## src/sv/hsv_pkg.sv

```systemverilog
// ----------------------------------------------------------------------------
// hsv_pkg: shared types and constants for the HSV to RGB converter
// Sector codes, field widths and the fixed-point divide constants.
// ----------------------------------------------------------------------------
package hsv_pkg;

    localparam int HUE_W   = 9;
    localparam int CHAN_W  = 8;
    localparam int OFFS_W  = 6;   // sector offset, 0..60
    localparam int PROD_W  = 16;  // 8 x 8 products
    localparam int NUM_W   = 23;  // ramp numerator, up to 3,901,500
    localparam int QUO_W   = 9;   // estimated ramp quotient

    localparam logic [HUE_W-1:0] HUE_MAX   = 9'd359;
    localparam logic [HUE_W-1:0] HUE_60    = 9'd60;
    localparam logic [HUE_W-1:0] HUE_120   = 9'd120;
    localparam logic [HUE_W-1:0] HUE_180   = 9'd180;
    localparam logic [HUE_W-1:0] HUE_240   = 9'd240;
    localparam logic [HUE_W-1:0] HUE_300   = 9'd300;
    localparam logic [HUE_W-1:0] HUE_360   = 9'd360;

    localparam logic [PROD_W-1:0] CHAN_FULL = 16'd255;

    // Ramp divisor 60 * 255 and its reciprocal scaled by 2^32
    localparam int RAMP_DIV    = 15300;
    localparam int RECIP_W     = 19;
    localparam int RECIP_SHIFT = 32;
    localparam int RECIP_PROD_W = NUM_W + RECIP_W;
    localparam logic [RECIP_W-1:0] RAMP_RECIP = 19'd280716;
    localparam logic [NUM_W-1:0]   RAMP_DIV_N = 23'd15300;

    typedef enum logic [2:0] {
        SEC_R_MAX_G_RISE = 3'd0,
        SEC_G_MAX_R_FALL = 3'd1,
        SEC_G_MAX_B_RISE = 3'd2,
        SEC_B_MAX_G_FALL = 3'd3,
        SEC_B_MAX_R_RISE = 3'd4,
        SEC_R_MAX_B_FALL = 3'd5
    } sector_t;

    typedef struct packed {
        sector_t             sector;
        logic [OFFS_W-1:0]   offset;
    } sector_info_t;

endpackage

```

## src/sv/hsv_sector_decode.sv

```systemverilog
// ----------------------------------------------------------------------------
// hsv_sector_decode: hue to sector and ramp offset
// Clamps the hue to 359, picks the 60-degree sector and the rising or
// falling offset of the ramp channel within it.
// ----------------------------------------------------------------------------
module hsv_sector_decode
    import hsv_pkg::*;
(
    input  logic [HUE_W-1:0] hue,
    output sector_info_t     info
);

    logic [HUE_W-1:0] hue_clamped;
    logic [HUE_W-1:0] diff;

    // Clamp out-of-range hue
    assign hue_clamped = (hue > HUE_MAX) ? HUE_MAX : hue;

    // Pick sector and offset
    always_comb
    begin
        if (hue_clamped < HUE_60)
        begin
            info.sector = SEC_R_MAX_G_RISE;
            diff        = hue_clamped;
        end
        else if (hue_clamped < HUE_120)
        begin
            info.sector = SEC_G_MAX_R_FALL;
            diff        = HUE_120 - hue_clamped;
        end
        else if (hue_clamped < HUE_180)
        begin
            info.sector = SEC_G_MAX_B_RISE;
            diff        = hue_clamped - HUE_120;
        end
        else if (hue_clamped < HUE_240)
        begin
            info.sector = SEC_B_MAX_G_FALL;
            diff        = HUE_240 - hue_clamped;
        end
        else if (hue_clamped < HUE_300)
        begin
            info.sector = SEC_B_MAX_R_RISE;
            diff        = hue_clamped - HUE_240;
        end
        else
        begin
            info.sector = SEC_R_MAX_B_FALL;
            diff        = HUE_360 - hue_clamped;
        end
        info.offset = diff[OFFS_W-1:0];
    end

endmodule

```

## src/sv/hsv_to_rgb_converter.sv

```systemverilog
// ----------------------------------------------------------------------------
// hsv_to_rgb_converter: pipelined HSV to RGB pixel converter
// done pulses after an accepted start has passed v1_reg, v2_reg, v3_reg, v4_reg and done_reg.
// Throughput: one transaction per clock; busy is held low.
// The ramp divide by 15300 is a reciprocal multiply with one correction
// step; these two multiplies set the stage count.
// Reset clears the valid pipeline only; data registers are not reset.
// ----------------------------------------------------------------------------
module hsv_to_rgb_converter
    import hsv_pkg::*;
(
    input  logic              clk,
    input  logic              rst_n,
    input  logic              start,
    output logic              busy,
    input  logic [HUE_W-1:0]  hue,
    input  logic [CHAN_W-1:0] saturation,
    input  logic [CHAN_W-1:0] brightness,
    output logic              done,
    output logic [CHAN_W-1:0] red_level,
    output logic [CHAN_W-1:0] green_level,
    output logic [CHAN_W-1:0] blue_level
);

    sector_info_t info_next;

    // Stage 1: decoded hue and captured channels
    logic              v1_reg;
    sector_info_t      info1_reg;
    logic [CHAN_W-1:0] s1_reg, b1_reg;

    // Stage 2: products
    logic              v2_reg;
    sector_info_t      info2_reg;
    logic [CHAN_W-1:0] b2_reg;
    logic [PROD_W-1:0] pmin2_reg, psv2_reg;

    // Stage 3: ramp numerator and min level
    logic              v3_reg;
    sector_info_t      info3_reg;
    logic [CHAN_W-1:0] b3_reg, lo3_reg;
    logic [NUM_W-1:0]  num3_reg;
    logic [PROD_W:0]   lo_sum;
    logic [NUM_W-1:0]  num_next;

    // Stage 4: quotient estimate
    logic              v4_reg;
    sector_info_t      info4_reg;
    logic [CHAN_W-1:0] b4_reg, lo4_reg;
    logic [NUM_W-1:0]  num4_reg;
    logic [QUO_W-1:0]  q4_reg;
    logic [RECIP_PROD_W-1:0] recip_prod;

    // Stage 5: corrected ramp and channel select
    logic              done_reg;
    logic [CHAN_W-1:0] red_reg, green_reg, blue_reg;
    logic [NUM_W-1:0]  rem;
    logic [QUO_W-1:0]  ramp_q;
    logic [CHAN_W-1:0] ramp;
    logic [CHAN_W-1:0] red_next, green_next, blue_next;

    assign busy = 1'b0;

    hsv_sector_decode u_decode
    (
        .hue  (hue),
        .info (info_next)
    );

    // Advance valid bits
    always_ff @(posedge clk or negedge rst_n)
    begin
        if (!rst_n)
        begin
            v1_reg   <= 1'b0;
            v2_reg   <= 1'b0;
            v3_reg   <= 1'b0;
            v4_reg   <= 1'b0;
            done_reg <= 1'b0;
        end
        else
        begin
            v1_reg   <= start & ~busy;
            v2_reg   <= v1_reg;
            v3_reg   <= v2_reg;
            v4_reg   <= v3_reg;
            done_reg <= v4_reg;
        end
    end

    // Stage 1: capture transaction
    always_ff @(posedge clk)
    begin
        info1_reg <= info_next;
        s1_reg    <= saturation;
        b1_reg    <= brightness;
    end

    // Stage 2: v*(255-s) and s*v
    always_ff @(posedge clk)
    begin
        info2_reg <= info1_reg;
        b2_reg    <= b1_reg;
        pmin2_reg <= PROD_W'(b1_reg) * (CHAN_FULL - PROD_W'(s1_reg));
        psv2_reg  <= PROD_W'(s1_reg) * PROD_W'(b1_reg);
    end

    // Stage 3: min = floor(p/255), numerator = 60*p + k*s*v
    assign lo_sum   = (PROD_W+1)'(pmin2_reg) + (PROD_W+1)'(1)
                    + (PROD_W+1)'(pmin2_reg >> CHAN_W);
    assign num_next = NUM_W'(pmin2_reg) * NUM_W'(60)
                    + NUM_W'(info2_reg.offset) * NUM_W'(psv2_reg);

    always_ff @(posedge clk)
    begin
        info3_reg <= info2_reg;
        b3_reg    <= b2_reg;
        lo3_reg   <= lo_sum[PROD_W-1:CHAN_W];
        num3_reg  <= num_next;
    end

    // Stage 4: reciprocal multiply, estimate low by at most one
    assign recip_prod = RECIP_PROD_W'(num3_reg) * RECIP_PROD_W'(RAMP_RECIP);

    always_ff @(posedge clk)
    begin
        info4_reg <= info3_reg;
        b4_reg    <= b3_reg;
        lo4_reg   <= lo3_reg;
        num4_reg  <= num3_reg;
        q4_reg    <= recip_prod[RECIP_SHIFT+QUO_W-1:RECIP_SHIFT];
    end

    // Stage 5: correct quotient, route max/min/ramp to channels
    assign rem    = num4_reg - NUM_W'(q4_reg) * RAMP_DIV_N;
    assign ramp_q = (rem >= RAMP_DIV_N) ? (q4_reg + QUO_W'(1)) : q4_reg;
    assign ramp   = ramp_q[CHAN_W-1:0];

    always_comb
    begin
        case (info4_reg.sector)
            SEC_R_MAX_G_RISE:
            begin
                red_next = b4_reg;  green_next = ramp;    blue_next = lo4_reg;
            end
            SEC_G_MAX_R_FALL:
            begin
                red_next = ramp;    green_next = b4_reg;  blue_next = lo4_reg;
            end
            SEC_G_MAX_B_RISE:
            begin
                red_next = lo4_reg; green_next = b4_reg;  blue_next = ramp;
            end
            SEC_B_MAX_G_FALL:
            begin
                red_next = lo4_reg; green_next = ramp;    blue_next = b4_reg;
            end
            SEC_B_MAX_R_RISE:
            begin
                red_next = ramp;    green_next = lo4_reg; blue_next = b4_reg;
            end
            SEC_R_MAX_B_FALL:
            begin
                red_next = b4_reg;  green_next = lo4_reg; blue_next = ramp;
            end
            default:
            begin
                red_next = b4_reg;  green_next = b4_reg;  blue_next = b4_reg;
            end
        endcase
    end

    always_ff @(posedge clk)
    begin
        red_reg   <= red_next;
        green_reg <= green_next;
        blue_reg  <= blue_next;
    end

    assign done        = done_reg;
    assign red_level   = red_reg;
    assign green_level = green_reg;
    assign blue_level  = blue_reg;

`ifndef SYNTHESIS
    // Every accepted transaction produces exactly one strobe, after v1_reg to v4_reg and done_reg
    a_start_to_done: assert property (@(posedge clk) disable iff (!rst_n)
        (start && !busy) |-> ##5 done)
        else $error("missing done strobe");

    a_done_from_start: assert property (@(posedge clk) disable iff (!rst_n)
        done |-> $past(v4_reg))
        else $error("done without a transaction in flight");

    // The reciprocal estimate is never more than one below the quotient
    a_single_correction: assert property (@(posedge clk) disable iff (!rst_n)
        v4_reg |-> (rem < (RAMP_DIV_N + RAMP_DIV_N)))
        else $error("ramp quotient needs more than one correction");
`endif

endmodule
```

## config.mk

```make
export PLATFORM = sky130hd
export DESIGN_NAME = hsv_to_rgb_converter
export DESIGN_NICKNAME = d
export VERILOG_FILES = /design/src/sv/hsv_pkg.sv /design/src/sv/hsv_sector_decode.sv /design/src/sv/hsv_to_rgb_converter.sv
export SDC_FILE = /design/constraint.sdc
export NUM_CORES = 1
export LEC_CHECK = 0
export BUFFER_PORTS_ARGS = -buffer_cell sky130_fd_sc_hd__buf_2
export CAP_MARGIN = 20
export CORE_MARGIN = 2
export CORE_UTILIZATION = 40
export DETAILED_ROUTE_END_ITERATION = 7
export PLACE_DENSITY = 0.59
export SLEW_MARGIN = 20
export SYNTH_ARGS = -nofsm -noshare
export SYNTH_HDL_FRONTEND = slang
export SYNTH_SLANG_ARGS = --single-unit
```

## constraint.sdc

```tcl
create_clock -name clk -period 9.7 [get_ports clk]
set_clock_uncertainty 0.15 [all_clocks]
set_input_delay 1.455 -clock clk [delete_from_list [all_inputs] [get_ports clk]]
set_output_delay 1.455 -clock clk [all_outputs]
set_load 0.05 [all_outputs]
```

==> run metrics <==
status=finished, final reports clean; Root Driver=clkbuf_16; max-slew violations=0; # resized after CTS=0; DRT antenna net count=0; Mapped Nets=2919; htree depth=4; dominant cells by area after synthesis=fa_1 25%, ha_1 21%, dfxtp_1 18%, inv_1 7.8%, xnor2_1 3.0%; pin count of the biggest net entering global routing=35; initial antenna violation count=1; fillcell total=5213; 1st-pass router iterations=5; vias in the first global route=roughly 16000; HPWL Detailed=38.55 mm; Max Freq=0.1275 GHz; max FFs per register=23; Crit path arrival time=approximately 8100 ps; GRT Total Usage=~17%; CTS Sinks=roughly 190; Initial DRC Count=between 600 and 700; total negative slack=0 ps; Data required, critical path=approximately 10000 ps; Critical Path End Type=flip-flop; die area=between 50000 and 60000 um^2; global-route wire length before repair=78.28 mm; Crit path largest cell delay=approximately 600 ps; final setup vio count=0; ant diodes=0; Max-Cap Viols=0; Vias=14980; drt drc=0; latest clock arrival within the worst-skew pair=roughly 490 ps; flops & latches, synth=between 150 and 200; CTS Hold Bufs=0; Mapped Area=between 20000 and 25000 um^2; Yosys Warn Count=0; Post-Syn Area per Cell=roughly 9.6 um^2; Post-CTS Setup Bufs=0; boundary pin count=54; unrepaired setup endpoints after global routing=false; Layout area overhead=7.821%; fin crit share=about four fifths; Via density=4.997; Routed WL per cell=~15 um; Overflow after GRT=0; FP Rows=85; Synth top area share=about 25%; Starting Density=about two fifths; top cell type by total area after synthesis=fa_1; Core Area=53500 um^2; crit start category=flip-flop; prevailing post-synth register cell=dfxtp_1; hold slack=about 170 ps; post-synthesis sequential area ratio=18.16%; Die Ht=approximately 240 um; CP max FO=10; CP max stage cell=dfxtp_1; CTS buffer count=17; port bufs=52; post-route minimum period=around 8000 ps; final hold vios=0; synth unique cells=a little over 80; Async S/R FF share, synth=around 2.6%; most used cell, CP=ha_1; worst-margin pin slew=around 800 ps; gp weighted congestion=~0.86; Post-synth EDFFs=0; WS Path Type=flip-flop to flip-flop; share of cells above drive strength 1=4.998%; Slew HR=between 40% and 50%; clock buffer depth=2; synthesized netlist cell count=about 2300; worst min path class=flip-flop to flip-flop; DRT Wirelength=~46 mm; TritonCTS clock tree=built; fin nets=~3000; Worst-path clk slew=90 ps; die width=235.9 um
[through the flow]
step | worst slack, ps | std cells | instance area, um^2 | utilization, %
6_report | 1860 | 2997 | 23200 | 43.37
5_1_grt | 1219 | 2997 | 23200 | 43.37
4_1_cts | 1746 | 2997 | 23200 | 43.37
3_5_place_dp | 1809 | 2965 | 22530 | 42.12
3_3_place_gp | 2017 | 2965 | 22530 | 42.12
2_1_floorplan | 2644 | 2252 | 21520 | -
[final timing paths]
| check | start | end | slack (ps) | cells past startpoint |
|---|---|---|---|---|
| setup / recovery | q4_reg[0] | red_level[7] | 1860 | 28 |
| hold / removal | b3_reg[1] | b4_reg[1] | 170 | 0 |
| setup reg to reg | q4_reg[0] | red_level[7] | 1860 | 28 |
| hold reg to reg | b3_reg[1] | b4_reg[1] | 170 | 0 |
| max in group asynchronous | rst_n | v4_reg | 8660 | 1 |
| min in group asynchronous | rst_n | v3_reg | 610 | 1 |
[final cells by class]
type	instances	area (um^2)	area share (%)
sequential	194	3909	16.85
inverter	452	1697	7.313
clock buffer	17	425.4	1.834
tap	696	870.8	3.753
timing repair buffer	57	297.8	1.284
multi-input combinational	1566	15760	67.92
clock inverter	15	242.7	1.046
[critical path, delay by kind of cell (launching register included)]
kind,cells,cell delay (ps)
compound gates,12,2750
fa+ha+maj,6,2350
xor+xnor,3,880
simple gates,4,740
flops,1,590
mux,1,150
buf+inv,2,120
[synthesized netlist by cell type (6+ instances only)]
cell        n
and3_1     12
o22ai_1     7
and2_1     61
a21boi_0   12
nand2_1   169
o21a_1     16
o21ai_0    55
o221ai_1    6
fa_1      274
nand3_1    17
clkbuf_1   38
nor2_1     64
nand2b_1   51
xnor2_1    73
xor2_1     30
or2_2       6
or3_1       7
o21bai_1    7
a31oi_1    11
mux2i_1     7
nor2b_1    48
nor3_1     26
nand4_1     9
a21o_1     26
inv_1     450
a211oi_1   12
a21oi_1    86
a221oi_1    9
dfxtp_1   189
ha_1      365
[per-layer routing]
layer | vias up | GRT usage (%) | wire length, um
li1 | 7355 | - | -
met1 | 7353 | 22.14 | 21190
met2 | 209 | 30.04 | 22560
met3 | 59 | 2.657 | 1361
met4 | 0 | 6.061 | 1195
met5 | - | 0 | 0
[cells by family after synthesis]
group | after synthesis | share of synthesized area, %
fa+ha+maj | 639 | 46.71
simple gates | 496 | 11.79
compound gates | 316 | 9.966
buf+inv | 492 | 8.600
mux | 10 | 0.4826
xor+xnor | 104 | 4.268
flops | 194 | 18.16
other cells | 1 | 0.01743
[layout by cell type, fill, tap and decap left out, types with 55 or more instances in the layout]
cell,synthesis,layout
a21oi_1,86,86
inv_1,450,450
ha_1,365,365
nor2_1,64,64
fa_1,274,274
dfxtp_1,189,189
nand2_1,169,169
xnor2_1,73,73
o21ai_0,55,55
and2_1,61,61
Power is not shown: default switching activity piles up to over one toggle a cycle in this logic, so the estimate is an artifact.
